`src/rtl/assert_macros.svh`:
```
// Assertion macros for the pattern sequencer RTL.
`ifndef ASSERT_MACROS_SVH
`define ASSERT_MACROS_SVH

// Same-cycle implication, checked at every rising edge outside reset.
`define LMPS_ASSERT_IMPLY(label, clk, rst_n, ante, cons) \
    label: assert property (@(posedge clk) disable iff (!rst_n) (ante) |-> (cons)) \
        else $error("lmps: same-cycle implication failed");

// Next-cycle implication, checked at every rising edge outside reset.
`define LMPS_ASSERT_NEXT(label, clk, rst_n, ante, cons) \
    label: assert property (@(posedge clk) disable iff (!rst_n) (ante) |=> (cons)) \
        else $error("lmps: next-cycle implication failed");

`endif

```
`src/rtl/lmps_pkg.sv`:
```
// Types, constants and helper functions of the LED matrix pattern sequencer.
package lmps_pkg;

    localparam int TABLE_DEPTH = 16;
    localparam int MAX_DIM     = 64;
    localparam int TBL_AW      = $clog2(TABLE_DEPTH);

    localparam int DIM_W   = 7;
    localparam int AREA_W  = 13;
    localparam int STEP_W  = 13;
    localparam int PAUSE_W = 16;
    localparam int CUR_W   = 5;
    localparam int FUNC_W  = 8;
    localparam int PARAM_W = 8;
    localparam int ROW_W   = 6;
    localparam int COL_W   = 6;
    localparam int PN_W    = 4;
    localparam int CFG_W   = 3;

    typedef enum logic [1:0] {
        OP_TICK  = 2'd0,
        OP_QUERY = 2'd1,
        OP_WRITE = 2'd2,
        OP_FIRE  = 2'd3
    } t_opcode;

    localparam logic [CFG_W-1:0] CFG_ROWS     = 3'd0;
    localparam logic [CFG_W-1:0] CFG_COLS     = 3'd1;
    localparam logic [CFG_W-1:0] CFG_COUNT    = 3'd2;
    localparam logic [CFG_W-1:0] CFG_REPEAT   = 3'd3;
    localparam logic [CFG_W-1:0] CFG_SINGLE   = 3'd4;
    localparam logic [CFG_W-1:0] CFG_DRAW_OFF = 3'd5;

    localparam logic [FUNC_W-1:0] FN_BLANK        = 8'd0;
    localparam logic [FUNC_W-1:0] FN_BAR          = 8'd1;
    localparam logic [FUNC_W-1:0] FN_BAR_REV      = 8'd2;
    localparam logic [FUNC_W-1:0] FN_FILL_REV     = 8'd3;
    localparam logic [FUNC_W-1:0] FN_FILL         = 8'd4;
    localparam logic [FUNC_W-1:0] FN_BAR_BOTH     = 8'd5;
    localparam logic [FUNC_W-1:0] FN_BLINK        = 8'd6;
    localparam logic [FUNC_W-1:0] FN_BLINK_ROW    = 8'd7;
    localparam logic [FUNC_W-1:0] FN_WIPE_REV     = 8'd8;
    localparam logic [FUNC_W-1:0] FN_WIPE         = 8'd9;
    localparam logic [FUNC_W-1:0] FN_COL_SCAN     = 8'd10;
    localparam logic [FUNC_W-1:0] FN_COL_SCAN_REV = 8'd11;
    localparam logic [FUNC_W-1:0] FN_ROW_SCAN     = 8'd12;
    localparam logic [FUNC_W-1:0] FN_ROW_SCAN_REV = 8'd13;
    localparam logic [FUNC_W-1:0] FN_BOX_IN       = 8'd14;
    localparam logic [FUNC_W-1:0] FN_BOX_OUT      = 8'd15;
    localparam logic [FUNC_W-1:0] FN_DIAG         = 8'd16;
    localparam logic [FUNC_W-1:0] FN_RING         = 8'd80;

    localparam logic [PARAM_W-1:0] DIAG_SE = 8'd0;
    localparam logic [PARAM_W-1:0] DIAG_SW = 8'd1;
    localparam logic [PARAM_W-1:0] DIAG_NE = 8'd2;
    localparam logic [PARAM_W-1:0] DIAG_NW = 8'd3;

    typedef struct packed {
        logic [PARAM_W-1:0] param;
        logic [PAUSE_W-1:0] pause;
        logic [FUNC_W-1:0]  func;
    } t_entry;

    typedef struct packed {
        logic [DIM_W-1:0]  rows;
        logic [DIM_W-1:0]  cols;
        logic [AREA_W-1:0] area;
        logic [CUR_W-1:0]  count;
        logic              repeat_seq;
        logic              single;
        logic              draw_off;
    } t_cfg;

    // State after the item's action, plus the query coordinates.
    typedef struct packed {
        t_opcode            op;
        logic [ROW_W-1:0]   row;
        logic [COL_W-1:0]   col;
        logic [STEP_W-1:0]  step;
        logic [CUR_W-1:0]   cur;
        logic [FUNC_W-1:0]  func;
        logic [PARAM_W-1:0] param;
    } t_s1;

    typedef struct packed {
        t_opcode            op;
        logic               playing;
        logic               in_area;
        logic [ROW_W-1:0]   row;
        logic [COL_W-1:0]   col;
        logic [STEP_W-1:0]  step;
        logic [CUR_W-1:0]   cur;
        logic [FUNC_W-1:0]  func;
        logic [PARAM_W-1:0] param;
        logic [12:0]        pix;
        logic signed [15:0] last;
        logic [13:0]        dist_sq;
        logic [25:0]        s_sq;
        logic [27:0]        sp_sq;
    } t_s2;

    function automatic logic [DIM_W-1:0] clamp_dim(input logic [DIM_W-1:0] v);
        logic [DIM_W-1:0] res;
        if (v == '0) begin
            res = DIM_W'(1);
        end else if (32'(v) > MAX_DIM) begin
            res = DIM_W'(MAX_DIM);
        end else begin
            res = v;
        end
        return res;
    endfunction

    // Steps in one pass of a pattern.
    function automatic logic [STEP_W-1:0] patt_len(
        input logic [FUNC_W-1:0]  func,
        input logic [PARAM_W-1:0] param,
        input logic [DIM_W-1:0]   rows,
        input logic [DIM_W-1:0]   cols,
        input logic [AREA_W-1:0]  area
    );
        logic [DIM_W:0]      rc_sum;
        logic [STEP_W-1:0]   res;
        rc_sum = {1'b0, rows} + {1'b0, cols};
        unique case (func)
            FN_BAR, FN_BAR_REV, FN_FILL_REV, FN_FILL, FN_BAR_BOTH,
            FN_WIPE_REV, FN_WIPE:             res = STEP_W'(area);
            FN_BLINK, FN_BLINK_ROW:           res = STEP_W'(param);
            FN_COL_SCAN, FN_COL_SCAN_REV:     res = STEP_W'(cols);
            FN_ROW_SCAN, FN_ROW_SCAN_REV:     res = STEP_W'(rows);
            FN_BOX_IN, FN_BOX_OUT:            res = STEP_W'(cols >> 1);
            FN_DIAG:                          res = STEP_W'(rc_sum);
            FN_RING:                          res = STEP_W'(rc_sum >> 2);
            default:                          res = STEP_W'(1);
        endcase
        return res;
    endfunction

endpackage

```
`src/rtl/lmps_seq.sv`:
```
// Sequencer state: configuration, pattern table, counters and the first stage register.
module lmps_seq import lmps_pkg::*; (
    input  logic               i_clk,
    input  logic               i_rst_n,
    input  logic               i_cfg_we,
    input  logic [CFG_W-1:0]   i_cfg_index,
    input  logic [DIM_W-1:0]   i_cfg_data,
    input  logic               i_in_valid,
    input  logic [1:0]         i_opcode,
    input  logic [ROW_W-1:0]   i_pixel_row,
    input  logic [COL_W-1:0]   i_pixel_col,
    input  logic [PN_W-1:0]    i_pattern_number,
    input  logic [FUNC_W-1:0]  i_func_code,
    input  logic [PAUSE_W-1:0] i_step_pause,
    input  logic [PARAM_W-1:0] i_pattern_param,
    input  logic               i_down_ready,
    output logic               o_in_stall,
    output t_cfg               o_cfg,
    output logic               o_s1_valid,
    output t_s1                o_s1
);

    t_entry             r_table [TABLE_DEPTH];
    t_entry             r_entry;
    t_entry             n_entry;
    t_entry             wr_data;
    logic [STEP_W-1:0]  r_step,  n_step;
    logic [PAUSE_W-1:0] r_pause, n_pause;
    logic [CUR_W-1:0]   r_cur,   n_cur;
    logic [DIM_W-1:0]   r_rows, r_cols;
    logic [AREA_W-1:0]  r_area;
    logic [CUR_W-1:0]   r_count;
    logic               r_repeat, r_single, r_draw_off;
    logic               r_s1_valid;
    t_s1                r_s1;

    t_opcode            op;
    logic               rdy;
    logic               accept;
    logic               wr_en;
    logic               wr_hit;
    logic               cfg_single_wr;
    logic               playing_now;
    logic [STEP_W-1:0]  cur_len;
    logic [PAUSE_W:0]   pause_inc;
    logic [STEP_W:0]    step_inc;
    logic [CUR_W-1:0]   cur_inc;
    logic [DIM_W-1:0]   cfg_dim;
    logic [13:0]        area_new_rows;
    logic [13:0]        area_new_cols;

    assign op     = t_opcode'(i_opcode);
    assign rdy    = !r_s1_valid || i_down_ready;
    assign accept = i_in_valid && rdy;

    assign cfg_dim       = clamp_dim(i_cfg_data);
    assign area_new_rows = {7'b0, cfg_dim} * {7'b0, r_cols};
    assign area_new_cols = {7'b0, r_rows} * {7'b0, cfg_dim};
    assign cfg_single_wr = i_cfg_we && (i_cfg_index == CFG_SINGLE);

    always_comb begin
        cur_len     = patt_len(r_entry.func, r_entry.param, r_rows, r_cols, r_area);
        playing_now = (r_cur < r_count) && !(r_single && (r_step >= cur_len));
        pause_inc   = {1'b0, r_pause} + 17'd1;
        step_inc    = {1'b0, r_step} + 14'd1;
        cur_inc     = r_cur + 5'd1;
        wr_data     = '{param: i_pattern_param, pause: i_step_pause, func: i_func_code};
        wr_en       = accept && (op == OP_WRITE) && (32'(i_pattern_number) < TABLE_DEPTH);
        wr_hit      = wr_en && ({1'b0, i_pattern_number} == r_cur);

        n_step  = r_step;
        n_pause = r_pause;
        n_cur   = r_cur;

        if (accept) begin
            unique case (op)
                OP_TICK: begin
                    if (playing_now) begin
                        if (pause_inc < {1'b0, r_entry.pause}) begin
                            n_pause = pause_inc[PAUSE_W-1:0];
                        end else begin
                            n_pause = '0;
                            if (step_inc >= {1'b0, cur_len}) begin
                                // past the last step: step past the end in single mode, else next pattern
                                if (r_single) begin
                                    n_step = step_inc[STEP_W-1:0];
                                end else begin
                                    n_step = '0;
                                    n_cur  = (cur_inc >= r_count && r_repeat) ? '0 : cur_inc;
                                end
                            end else begin
                                n_step = step_inc[STEP_W-1:0];
                            end
                        end
                    end
                end
                OP_QUERY, OP_WRITE: begin
                end
                OP_FIRE: begin
                    if ({1'b0, i_pattern_number} < r_count) begin
                        n_cur   = {1'b0, i_pattern_number};
                        n_step  = '0;
                        n_pause = '0;
                    end
                end
            endcase
        end

        if (cfg_single_wr) begin
            if (i_cfg_data[0]) begin
                n_cur = '0;
            end else begin
                n_step  = '0;
                n_pause = '0;
            end
        end

        // entry of the pattern that is current after this cycle
        if (wr_hit) begin
            n_entry = wr_data;
        end else if (32'(n_cur) < TABLE_DEPTH) begin
            n_entry = r_table[TBL_AW'(n_cur)];
        end else begin
            n_entry = '0;
        end

        // entering single mode parks the counter at the end of pattern 0
        if (cfg_single_wr && i_cfg_data[0]) begin
            n_step = patt_len(n_entry.func, n_entry.param, r_rows, r_cols, r_area);
        end
    end

    always_ff @(posedge i_clk) begin
        if (!i_rst_n) begin
            r_step     <= '0;
            r_pause    <= '0;
            r_cur      <= '0;
            r_rows     <= DIM_W'(8);
            r_cols     <= DIM_W'(8);
            r_area     <= AREA_W'(64);
            r_count    <= '0;
            r_repeat   <= 1'b0;
            r_single   <= 1'b0;
            r_draw_off <= 1'b1;
            r_s1_valid <= 1'b0;
        end else begin
            r_step  <= n_step;
            r_pause <= n_pause;
            r_cur   <= n_cur;
            if (rdy) begin
                r_s1_valid <= i_in_valid;
            end
            if (i_cfg_we) begin
                unique case (i_cfg_index)
                    CFG_ROWS: begin
                        r_rows <= cfg_dim;
                        r_area <= area_new_rows[AREA_W-1:0];
                    end
                    CFG_COLS: begin
                        r_cols <= cfg_dim;
                        r_area <= area_new_cols[AREA_W-1:0];
                    end
                    CFG_COUNT: begin
                        r_count <= (32'(i_cfg_data[CUR_W-1:0]) > TABLE_DEPTH) ?
                                   CUR_W'(TABLE_DEPTH) : i_cfg_data[CUR_W-1:0];
                    end
                    CFG_REPEAT:   r_repeat   <= i_cfg_data[0];
                    CFG_SINGLE:   r_single   <= i_cfg_data[0];
                    CFG_DRAW_OFF: r_draw_off <= i_cfg_data[0];
                    default: begin
                    end
                endcase
            end
        end
    end

    always_ff @(posedge i_clk) begin
        if (wr_en) begin
            r_table[TBL_AW'(i_pattern_number)] <= wr_data;
        end
        r_entry <= n_entry;
        if (rdy) begin
            r_s1 <= '{op: op, row: i_pixel_row, col: i_pixel_col, step: n_step,
                      cur: n_cur, func: n_entry.func, param: n_entry.param};
        end
    end

    assign o_in_stall = !rdy;
    assign o_s1_valid = r_s1_valid;
    assign o_s1       = r_s1;
    assign o_cfg      = '{rows: r_rows, cols: r_cols, area: r_area, count: r_count,
                          repeat_seq: r_repeat, single: r_single, draw_off: r_draw_off};

endmodule

```
`src/rtl/lmps_prep.sv`:
```
// Second stage: play status, pixel index and the squares for the ring test.
module lmps_prep import lmps_pkg::*; (
    input  logic i_clk,
    input  logic i_rst_n,
    input  t_cfg i_cfg,
    input  logic i_s1_valid,
    input  t_s1  i_s1,
    input  logic i_down_ready,
    output logic o_ready,
    output logic o_s2_valid,
    output t_s2  o_s2
);

    logic               r_s2_valid;
    t_s2                r_s2;
    t_s2                n_s2;
    logic               rdy;
    logic [STEP_W-1:0]  len;
    logic [12:0]        pix;
    logic [STEP_W:0]    sp;
    logic signed [7:0]  rx, ry;
    logic signed [15:0] rx_w, ry_w;
    logic signed [15:0] rx_sq, ry_sq;

    assign rdy = !r_s2_valid || i_down_ready;

    always_comb begin
        len   = patt_len(i_s1.func, i_s1.param, i_cfg.rows, i_cfg.cols, i_cfg.area);
        pix   = {7'b0, i_s1.row} * {6'b0, i_cfg.cols} + {7'b0, i_s1.col};
        sp    = {1'b0, i_s1.step} + {6'b0, i_s1.param};
        // ring offsets from the center of the area
        rx    = signed'({2'b0, i_cfg.cols[DIM_W-1:1]}) - signed'({2'b0, i_s1.col});
        ry    = signed'({2'b0, i_cfg.rows[DIM_W-1:1]}) - signed'({2'b0, i_s1.row});
        rx_w  = 16'(rx);
        ry_w  = 16'(ry);
        rx_sq = rx_w * rx_w;
        ry_sq = ry_w * ry_w;

        n_s2.op      = i_s1.op;
        n_s2.playing = (i_s1.cur < i_cfg.count) && !(i_cfg.single && (i_s1.step >= len));
        n_s2.in_area = ({1'b0, i_s1.row} < i_cfg.rows) && ({1'b0, i_s1.col} < i_cfg.cols);
        n_s2.row     = i_s1.row;
        n_s2.col     = i_s1.col;
        n_s2.step    = i_s1.step;
        n_s2.cur     = i_s1.cur;
        n_s2.func    = i_s1.func;
        n_s2.param   = i_s1.param;
        n_s2.pix     = pix;
        n_s2.last    = signed'({3'b0, i_cfg.area}) - 16'sd1 - signed'({3'b0, i_s1.step});
        n_s2.dist_sq = {1'b0, rx_sq[12:0]} + {1'b0, ry_sq[12:0]};
        n_s2.s_sq    = {13'b0, i_s1.step} * {13'b0, i_s1.step};
        n_s2.sp_sq   = {14'b0, sp} * {14'b0, sp};
    end

    always_ff @(posedge i_clk) begin
        if (!i_rst_n) begin
            r_s2_valid <= 1'b0;
        end else if (rdy) begin
            r_s2_valid <= i_s1_valid;
        end
    end

    always_ff @(posedge i_clk) begin
        if (rdy) begin
            r_s2 <= n_s2;
        end
    end

    assign o_ready    = rdy;
    assign o_s2_valid = r_s2_valid;
    assign o_s2       = r_s2;

endmodule

```
`src/rtl/lmps_eval.sv`:
```
// Last stage: light test for each pattern function and the result register.
module lmps_eval import lmps_pkg::*; (
    input  logic               i_clk,
    input  logic               i_rst_n,
    input  t_cfg               i_cfg,
    input  logic               i_s2_valid,
    input  t_s2                i_s2,
    input  logic               i_out_stall,
    output logic               o_ready,
    output logic               o_out_valid,
    output logic               o_light_on,
    output logic               o_write_enable,
    output logic               o_playing,
    output logic [STEP_W-1:0]  o_step_number,
    output logic [CUR_W-1:0]   o_pattern_index
);

    logic               r_out_valid;
    logic               r_light_on,  n_light_on;
    logic               r_write_en,  n_write_en;
    logic               r_playing;
    logic [STEP_W-1:0]  r_step;
    logic [CUR_W-1:0]   r_cur;
    logic               rdy;

    logic signed [15:0] s, pix, p, r, c, t, rows, cols, rows_half, cols_half;
    logic signed [15:0] cmax_in, rmax_in, cmax_out, cmin_out, rmax_out, rmin_out;
    logic [29:0]        dist30, lo30, hi30;
    logic               bar_fwd, bar_rev, box_in, box_out, diag, ring;
    logic               light, query_ok;

    assign rdy = !r_out_valid || !i_out_stall;

    always_comb begin
        s         = signed'({3'b0, i_s2.step});
        pix       = signed'({3'b0, i_s2.pix});
        p         = signed'({8'b0, i_s2.param});
        r         = signed'({10'b0, i_s2.row});
        c         = signed'({10'b0, i_s2.col});
        t         = signed'(i_s2.last);
        rows      = signed'({9'b0, i_cfg.rows});
        cols      = signed'({9'b0, i_cfg.cols});
        rows_half = signed'({10'b0, i_cfg.rows[DIM_W-1:1]});
        cols_half = signed'({10'b0, i_cfg.cols[DIM_W-1:1]});

        bar_fwd = (pix >= s) && (pix < s + p);
        bar_rev = (pix <= t) && (pix + p > t);

        // shrinking frame
        cmax_in = cols - 16'sd1 - s;
        rmax_in = rows - 16'sd1 - s;
        box_in  = (((r == s) || (r == rmax_in)) && (c >= s) && (c <= cmax_in)) ||
                  (((c == s) || (c == cmax_in)) && (r >= s) && (r <= rmax_in));

        // growing frame from the center
        cmax_out = cols_half + s;
        cmin_out = cols - 16'sd1 - cmax_out;
        rmax_out = rows_half + s;
        rmin_out = rows - 16'sd1 - rmax_out;
        box_out  = (((r == rmin_out) || (r == rmax_out)) && (c >= cmin_out) &&
                    (c <= cmax_out)) ||
                   (((c == cmin_out) || (c == cmax_out)) && (r >= rmin_out) &&
                    (r <= rmax_out));

        unique case (i_s2.param)
            DIAG_SE: diag = (s >= r) && (c == s - r);
            DIAG_SW: diag = (c == cols - 16'sd1 - s + rows - 16'sd1 - r);
            DIAG_NE: diag = (c == cols - 16'sd1 - s + r);
            DIAG_NW: diag = (c == s + r - rows - 16'sd1);
            default: diag = 1'b0;
        endcase

        // radius test at four times scale: 4*s^2 <= d < 4*(s+p)^2
        dist30 = {16'b0, i_s2.dist_sq};
        lo30   = {2'b0, i_s2.s_sq, 2'b00};
        hi30   = {i_s2.sp_sq, 2'b00};
        ring   = (dist30 >= lo30) && (dist30 < hi30);

        unique case (i_s2.func)
            FN_BAR:          light = bar_fwd;
            FN_BAR_REV:      light = bar_rev;
            FN_FILL_REV:     light = pix >= t;
            FN_FILL:         light = pix <= s;
            FN_BAR_BOTH:     light = bar_fwd || bar_rev;
            FN_BLINK:        light = pix[0] ^ s[0];
            FN_BLINK_ROW:    light = pix[0] ^ r[0] ^ s[0];
            FN_WIPE_REV:     light = pix < t;
            FN_WIPE:         light = pix > s;
            FN_COL_SCAN:     light = s == c;
            FN_COL_SCAN_REV: light = s == cols - 16'sd1 - c;
            FN_ROW_SCAN:     light = s == r;
            FN_ROW_SCAN_REV: light = s == rows - 16'sd1 - r;
            FN_BOX_IN:       light = box_in;
            FN_BOX_OUT:      light = box_out;
            FN_DIAG:         light = diag;
            FN_RING:         light = ring;
            default:         light = 1'b0;
        endcase

        query_ok   = (i_s2.op == OP_QUERY) && i_s2.playing && i_s2.in_area;
        n_light_on = query_ok && light;
        n_write_en = query_ok && (light || i_cfg.draw_off);
    end

    always_ff @(posedge i_clk) begin
        if (!i_rst_n) begin
            r_out_valid <= 1'b0;
        end else if (rdy) begin
            r_out_valid <= i_s2_valid;
        end
    end

    always_ff @(posedge i_clk) begin
        if (rdy) begin
            r_light_on <= n_light_on;
            r_write_en <= n_write_en;
            r_playing  <= i_s2.playing;
            r_step     <= i_s2.step;
            r_cur      <= i_s2.cur;
        end
    end

    assign o_ready         = rdy;
    assign o_out_valid     = r_out_valid;
    assign o_light_on      = r_light_on;
    assign o_write_enable  = r_write_en;
    assign o_playing       = r_playing;
    assign o_step_number   = r_step;
    assign o_pattern_index = r_cur;

endmodule

```
`src/rtl/led_matrix_pattern_sequencer_core.sv`:
```
// Top level of the LED matrix pattern sequencer.
// Takes one item per clock while the input is not stalled and returns one result per item.
// The item passes three register stages: counters and table entry, then pixel index and
// squares, then the per-function compares and the result. Ticks and fires update the
// counters, and table writes the table, at the transfer edge itself, so a following item
// sees the new state in the next clock. The result carries the play state after the item's
// action. The 16-entry pattern table has no reset: write an entry before playing it.
// Configuration writes belong to idle time, when no result is outstanding. Each stage
// advances when the one after it is free. While the output stalls, up to three items sit in
// the pipe before the input stalls.
module led_matrix_pattern_sequencer_core import lmps_pkg::*; (
    input  logic               i_clk,
    input  logic               i_rst_n,
    input  logic               i_cfg_we,
    input  logic [CFG_W-1:0]   i_cfg_index,
    input  logic [DIM_W-1:0]   i_cfg_data,
    input  logic               i_in_valid,
    output logic               o_in_stall,
    input  logic [1:0]         i_opcode,
    input  logic [ROW_W-1:0]   i_pixel_row,
    input  logic [COL_W-1:0]   i_pixel_col,
    input  logic [PN_W-1:0]    i_pattern_number,
    input  logic [FUNC_W-1:0]  i_func_code,
    input  logic [PAUSE_W-1:0] i_step_pause,
    input  logic [PARAM_W-1:0] i_pattern_param,
    output logic               o_out_valid,
    input  logic               i_out_stall,
    output logic               o_light_on,
    output logic               o_write_enable,
    output logic               o_playing,
    output logic [STEP_W-1:0]  o_step_number,
    output logic [CUR_W-1:0]   o_pattern_index
);

`include "assert_macros.svh"

    t_cfg cfg;
    logic s1_valid;
    t_s1  s1;
    logic s2_valid;
    t_s2  s2;
    logic prep_ready;
    logic eval_ready;

    lmps_seq u_seq (
        .i_clk            (i_clk),
        .i_rst_n          (i_rst_n),
        .i_cfg_we         (i_cfg_we),
        .i_cfg_index      (i_cfg_index),
        .i_cfg_data       (i_cfg_data),
        .i_in_valid       (i_in_valid),
        .i_opcode         (i_opcode),
        .i_pixel_row      (i_pixel_row),
        .i_pixel_col      (i_pixel_col),
        .i_pattern_number (i_pattern_number),
        .i_func_code      (i_func_code),
        .i_step_pause     (i_step_pause),
        .i_pattern_param  (i_pattern_param),
        .i_down_ready     (prep_ready),
        .o_in_stall       (o_in_stall),
        .o_cfg            (cfg),
        .o_s1_valid       (s1_valid),
        .o_s1             (s1)
    );

    lmps_prep u_prep (
        .i_clk        (i_clk),
        .i_rst_n      (i_rst_n),
        .i_cfg        (cfg),
        .i_s1_valid   (s1_valid),
        .i_s1         (s1),
        .i_down_ready (eval_ready),
        .o_ready      (prep_ready),
        .o_s2_valid   (s2_valid),
        .o_s2         (s2)
    );

    lmps_eval u_eval (
        .i_clk           (i_clk),
        .i_rst_n         (i_rst_n),
        .i_cfg           (cfg),
        .i_s2_valid      (s2_valid),
        .i_s2            (s2),
        .i_out_stall     (i_out_stall),
        .o_ready         (eval_ready),
        .o_out_valid     (o_out_valid),
        .o_light_on      (o_light_on),
        .o_write_enable  (o_write_enable),
        .o_playing       (o_playing),
        .o_step_number   (o_step_number),
        .o_pattern_index (o_pattern_index)
    );

    // a lit light is always written, and only while a pattern plays
    `LMPS_ASSERT_IMPLY(a_lit_is_written, i_clk, i_rst_n, o_out_valid && o_light_on, o_write_enable)
    `LMPS_ASSERT_IMPLY(a_lit_needs_play, i_clk, i_rst_n, o_out_valid && o_light_on, o_playing)
    `LMPS_ASSERT_IMPLY(a_play_in_range, i_clk, i_rst_n, o_out_valid && o_playing, o_pattern_index < cfg.count)
    // every input transfer lands in the first stage
    `LMPS_ASSERT_NEXT(a_transfer_loads, i_clk, i_rst_n, i_in_valid && !o_in_stall, s1_valid)

endmodule

```
`config.mk`:
```
export PLATFORM = sky130hd
export DESIGN_NAME = led_matrix_pattern_sequencer_core
export DESIGN_NICKNAME = d
export VERILOG_FILES = /design/src/rtl/lmps_pkg.sv /design/src/rtl/lmps_seq.sv /design/src/rtl/lmps_prep.sv /design/src/rtl/lmps_eval.sv /design/src/rtl/led_matrix_pattern_sequencer_core.sv
export VERILOG_INCLUDE_DIRS = /design/src /design/src/rtl
export SDC_FILE = /design/constraint.sdc
export NUM_CORES = 2
export LEC_CHECK = 0
export BUFFER_PORTS_ARGS = -buffer_cell sky130_fd_sc_hd__buf_2
export CAP_MARGIN = 10
export CORE_ASPECT_RATIO = 0.8
export CORE_MARGIN = 5
export CORE_UTILIZATION = 51
export DETAILED_ROUTE_END_ITERATION = 6
export PLACE_DENSITY_LB_ADDON = 0.05
export SYNTH_ARGS = -nofsm -noshare
export SYNTH_HDL_FRONTEND = slang
export SYNTH_SLANG_ARGS = --single-unit
```
`constraint.sdc`:
```
create_clock -name i_clk -period 11.5 [get_ports i_clk]
set_clock_uncertainty 0.15 [all_clocks]
set_input_delay 1.725 -clock i_clk [delete_from_list [all_inputs] [get_ports i_clk]]
set_output_delay 1.725 -clock i_clk [all_outputs]
set_load 0.05 [all_outputs]
```
# Word level (Yosys, flattened, before mapping)
# Memory sizes are Yosys's and may differ from the RTL's.
# Cells that the tools add are included.
dict set report op_classes {
  bitwise 3
  add_sub_neg 31
  n_eq_ne 96
  n_reduce_logical 72
  n_lt_le_gt_ge 32
  mul 7
  muxes 40
}
# op n
set op_table {}
lappend op_table {{$pmux W13 S7} 3}
lappend op_table {{$eq A8 B4 Y1 const B} 32}
lappend op_table {{$eq A7 B16 Y1} 10}
lappend op_table {{$eq A8 B3 Y1 const B} 16}
lappend op_table {{$mux W13} 9}
lappend op_table {{$mux W16} 6}
lappend op_table {{$eq A8 B2 Y1 const B} 10}
lappend op_table {{$le A7 B16 Y1} 4}
lappend op_table {{$mux W32} 2}
lappend op_table {{$mul A7 B7 Y13} 4}
lappend op_table {{$pmux W13 S2} 2}
lappend op_table {{$mux W5} 10}
lappend op_table {{$sub A16 B14 Y16} 3}
lappend op_table {{$sub A16 B7 Y16} 3}
lappend op_table {{$add A13 B8 Y14} 3}
lappend op_table {{$eq A8 B1 Y1 const B} 5}
lappend op_table {{$ge A13 B13 Y1} 3}
lappend op_table {{$eq A14 B16 Y1} 2}
lappend op_table {{$eq A8 B5 Y1 const B} 4}
lappend op_table {{$eq A8 B7 Y1 const B} 4}
lappend op_table {{$ge A7 B16 Y1} 2}
lappend op_table {{$lt A14 B16 Y1} 2}
lappend op_table {{$pmux W16 S2} 1}
lappend op_table {{$sub A16 B16 Y16} 2}
lappend op_table {{other kinds (62)} 139}
dict set report totals {
  ram_bits 512
  memories 1
  inputBits 65
  out_inout_bits 23
  word_cells 324
  register_bits 320
}
# memory words word_bits rd rd_clocked_by_memory_dff write_ports line_no
set mem_list {}
lappend mem_list {u_seq.r_table 16 32 1 0 1 lmps_seq.sv:23} ;# t_entry r_table [TABLE_DEPTH];

# Longest topological paths before layout
dict set report logic_depth {
  ltp_word 19
  mapped_depth 36
  depth_no_buf 33
}

# Cells and area by module
# A second synthesis with hierarchy kept.
dict set report unflattened {
  cells_unflattened 6753
  area_unflattened_um2 66690.2
}
# mod area_each_um2 cells_each instances seq_area_each_um2
set by_module_without_submodules {}
lappend by_module_without_submodules {lmps_seq 32214.6 2859 1 18858.1}
lappend by_module_without_submodules {lmps_prep 21820.9 2235 1 4314.1}
lappend by_module_without_submodules {lmps_eval 12654.6 1659 1 650.6}

# Worst setup path after synthesis
# No wires, ideal clock.
dict set report synth_path {
  kind {reg2reg}
  from {reg u_seq.r_s1, in the netlist u_seq.o_s1[22]}
  to {reg u_prep.r_s2, in the netlist u_prep.o_s2[26], data pin}
  synth_period_minus_slack_ps 8168
  required_time_ps 11092
  slack_ps 3332
  setup_time_ps 258
  t_arrival_ps 7760
  n_path_buf 0
  path_stages_with_launch 31
  cell_sequence {edfxtp_1 -> ha_1 -> a21o_1 -> a21oi_1 -> o21bai_1 -> a21oi_1 -> o21bai_1 -> a21oi_1 -> nor2b_1 -> o21ai_0 -> xnor2_1 -> inv_1 -> nand2_1 -> inv_1 -> fa_1 -> fa_1 -> fa_1 -> inv_1 -> fa_1 -> inv_1 -> fa_1 -> fa_1 -> ha_1 -> o41ai_1 -> o21ai_0 -> o41a_1 -> nand3_1 -> a31oi_1 -> a21o_1 -> a21oi_1 -> xnor2_1}
}
# element line_no
set synth_lines {}
lappend synth_lines {{start: declaration} lmps_seq.sv:35} ;# t_s1 r_s1;
lappend synth_lines {{start signal: assignment} lmps_seq.sv:183} ;# r_s1 <= '{op: op, row: i_pixel_row, col: i_pixel_col, step: n_step,
lappend synth_lines {{end signal: assignment} lmps_prep.sv:65} ;# r_s2 <= n_s2;
lappend synth_lines {{end: declaration} lmps_prep.sv:15} ;# t_s2 r_s2;

==> summary.md <==
| Metric | Value |
|---|---|
| Post-CTS sizing | `0` |
| Dpl ws | `1.956 ns` |
| Initial core utilization | `51.18%` |
| Pre-antenna DRT Iters | `5` |
| Synth top cells by count | `inv_1 (760), nand2_1 (729), edfxtp_1 (725)` |
| Boundary pin count | `88` |
| DR vias | `47100` |
| CTS Hold Bufs | `0` |
| Net count, final | `7495` |
| Sink Count | `829` |
| Clock Latency Late Sink | `0.72 ns` |
| CTS H-Tree Depth | `3` |
| PwrDens | `189.7 nW/um^2` |
| Hold Path Cell Cnt | `0` |
| Synth Register Bits | `829` |
| CP Class | `reg -> reg` |
| Finished Layout Cells | `8106` |
| Placeable Area | `124700 sq um` |
| Fillers | `10920` |
| Clock share of power | `22.5%` |
| Die Height | `326.4 microns` |
| Die X | `405.5 microns` |
| HPWL Detailed | `141300 microns` |
| CTS tree | `built` |
| Initial antenna violation count | `13` |
| Startpoint types | `flop` |
| CP top delay family | `simple AND/OR/NAND/NOR gates` |
| Max-slew headroom | `16.21%` |
| Synth top area cells | `edfxtp_1 (34%), ha_1 (13%), fa_1 (12%)` |
| Share of layout cells above drive strength 1 | `6.649%` |
| Mean routed wirelength per cell | `23.80 microns` |
| Clock Tree Root | `clkbuf_16` |
| Psw | `5.370 mW` |
| Port Buf Inserts | `87` |
| Global Route met3 Usage | `8.831%` |
| # DRC | `0` |
| Share of synthesized flip-flops with an asynchronous set or reset | `0%` |
| RSZ-0062 raised after global routing | `false` |
| Routed Antenna Nets | `0` |
| First-pass GRT wire length | `287700 microns` |
| Met2 usage | `40.71%` |
| WP data arrival | `10.12 ns` |
| Final hold violations | `0` |
| Largest net degree at the start of global routing | `141` |
| Post-Route WL | `193000 microns` |
| Synth Cell Area | `63810 sq um` |
| Final setup vio count | `0` |
| Final setup margin | `1.637 ns` |
| Die ar. | `132300 sq um` |
| Cells after Synth | `6293` |
| Clock transition at path regs | `0.06 ns` |
| EDFF count, synth | `725` |
| P_int | `7.804 mW` |
| Number of CTS-inserted buffers | `91` |
| Slew Limit Fails | `0` |
| Top_reg_cell synth | `edfxtp_1` |
| Comb pwr share | `47.9%` |
| Row count | `116` |
| Final worst-path cycle share | `85.77%` |
| Critical-path top delay cell | `or3_2` |
| Part of the power in registers | `29.6%` |
| Achievable Freq | `101.4 MHz` |
| DP Cell Count | `7929` |
| Total GRT Usage | `28.86%` |
| M1 GR Usage | `43.85%` |
| Clock Tree Buf Depth | `3` |
| Top-count cell post-synth | `inv_1` |
| Vias in the first global route | `45000` |
| Drt via density | `5.811` |
| Most Crowded Layer GR | `met1` |
| CP Capture Type | `flop` |
| Status | `completed` |
| Synth cell types | `107` |
| Fin crit period | `9.863 ns` |
| Sequential area share after synthesis | `37.38%` |
| Sw frac | `40.76%` |
| Yosys top cell area share | `34.12%` |
| Least-Margin Pin Slew | `1.250 ns` |
| CP Depth | `29` |
| Remaining Overflow, GRT | `0` |
| Buf/Inv on CP | `4` |
| Worst min-delay path class | `reg -> reg` |
| CP max FO | `29` |
| Post-CTS Setup Bufs | `0` |
| Max Cap Viol | `0` |
| Leak | `30.27 nW` |
| Area leader, netlist | `edfxtp_1` |
| Area Growth Syn to Fin | `8.834%` |
| Peak supply drop | `0.6088 mV` |
| Average size of a mapped cell | `10.14 sq um` |
| Routability congestion estimate | `0.9301` |
| Initial drt markers | `4361` |
| Worst R2R Path Depth | `29` |
| Worst EP required | `11.76 ns` |
| Yosys warns | `0` |
| Final setup TNS | `0 ns` |
| CP max stage delay | `0.80 ns` |
## per-stage QoR
stage / area [sq um] / util [%] / power, mW / hold WS, ns
finish: 69440 / 55.70 / 13.17 / 0.2627
global route: 69440 / 55.70 / 14.14 / 0.2748
CTS: 69400 / 55.67 / 13.21 / 0.2690
detailed placement: 66350 / 53.22 / 10.20 / 0.2619
global placement: 66350 / 53.22 / 10.11 / 0.2640
floorplan: 63820 / - / 8.131 / 0.2503
## path summary, 6_finish.rpt
path,startpoint,endpoint,slack [ns]
worst max-delay path,u_seq.r_rows[1],u_seq.o_s1[25],1.64
worst min-delay path,u_prep.o_s2[116],u_eval.o_pattern_index[3],0.26
worst max register to register,u_seq.r_rows[1],u_seq.o_s1[25],1.64
worst min register to register,u_prep.o_s2[116],u_eval.o_pattern_index[3],0.26
## layout by cell type, fill, tap and decap left out, drive strengths merged, types with 72 or more instances in the layout
| master | n |
|---|---|
| mux2i | 90 |
| nor3 | 115 |
| fa | 371 |
| nor2b | 72 |
| edfxtp | 725 |
| nand4 | 72 |
| xnor2 | 279 |
| nand3 | 149 |
| buf | 186 |
| a21o | 82 |
| nand2 | 730 |
| a21oi | 345 |
| clkbuf | 112 |
| and3 | 79 |
| o21ai | 186 |
| o21bai | 82 |
| dfxtp | 104 |
| and2 | 83 |
| ha | 686 |
| nor2 | 393 |
| inv | 777 |
## cell families (layout without fill, tap and decap cells)
kind of cell	after synthesis	in the layout	share of synthesized area [%]
xor gates and xnor gates	346	346	4.749
AOI/OAI and AO/OA	1094	1094	11.22
muxes	105	105	1.712
other	1	6	0.005877
and+or+nand+nor	1872	1872	13.82
adders and majority gates	1059	1059	25.12
buffers and inverters	987	1143	5.981
DFF	829	829	37.38
## worst reg2reg max path: cells and delay by family (launching register included)
| family | cells | cell delay [ns] |
|---|---|---|
| AND/OR/NAND/NOR | 10 | 3.42 |
| AO/OA/AOI/OAI | 11 | 2.48 |
| buffers and inverters | 4 | 1.09 |
| adder cells (fa/ha/maj) | 2 | 0.82 |
| XOR/XNOR | 1 | 0.73 |
| flip-flops | 1 | 0.70 |
| multiplexers | 1 | 0.17 |
## routing by layer
metal	share of wire (%)	wire, microns	vias up
met5	0.013	26	-
met4	2.3	4349	4
met3	10	19730	229
met2	41	79100	1681
met1	47	89760	23130
li1	-	-	22060
## power groups by stage
| stage | clock, mW | combinational, mW | sequential (mW) |
|---|---|---|---|
| 5_1_grt | 3.15 | 7.08 | 3.91 |
| 4_1_cts | 3.03 | 6.29 | 3.89 |
| 3_5_place_dp | 0 | 6.24 | 3.95 |
| 3_3_place_gp | 0 | 6.15 | 3.96 |
| 2_1_floorplan | 0 | 4.28 | 3.85 |
| 6_report | 2.97 | 6.31 | 3.89 |
## flip-flops by register name (all words and copies together), names as in the netlist, 5 cells and up
signal	count
u_seq.r_pause	16
u_seq.r_area	13
u_seq.r_cur	5
u_seq.r_count	5
u_seq.r_step	13
u_seq.r_cols	7
u_prep.o_s2	144
u_seq.r_rows	7
u_seq.r_table	512
u_eval.o_step_number	13
u_eval.o_pattern_index	5
u_seq.r_entry	32
u_seq.o_s1	48
## cell type report
type / count / area (sq um) / share of cell area, %
diodes: 2 / 5.005 / 0.007207
flip-flops and latches: 829 / 23850 / 34.35
multi-input cells: 4480 / 36300 / 52.28
inverters: 785 / 2957 / 4.258
clock inverters: 60 / 640.6 / 0.9225
clock buffers: 112 / 2416 / 3.479
repair buffers: 186 / 1202 / 1.731
well taps: 1652 / 2067 / 2.977
(Power assumes the default switching activity.)
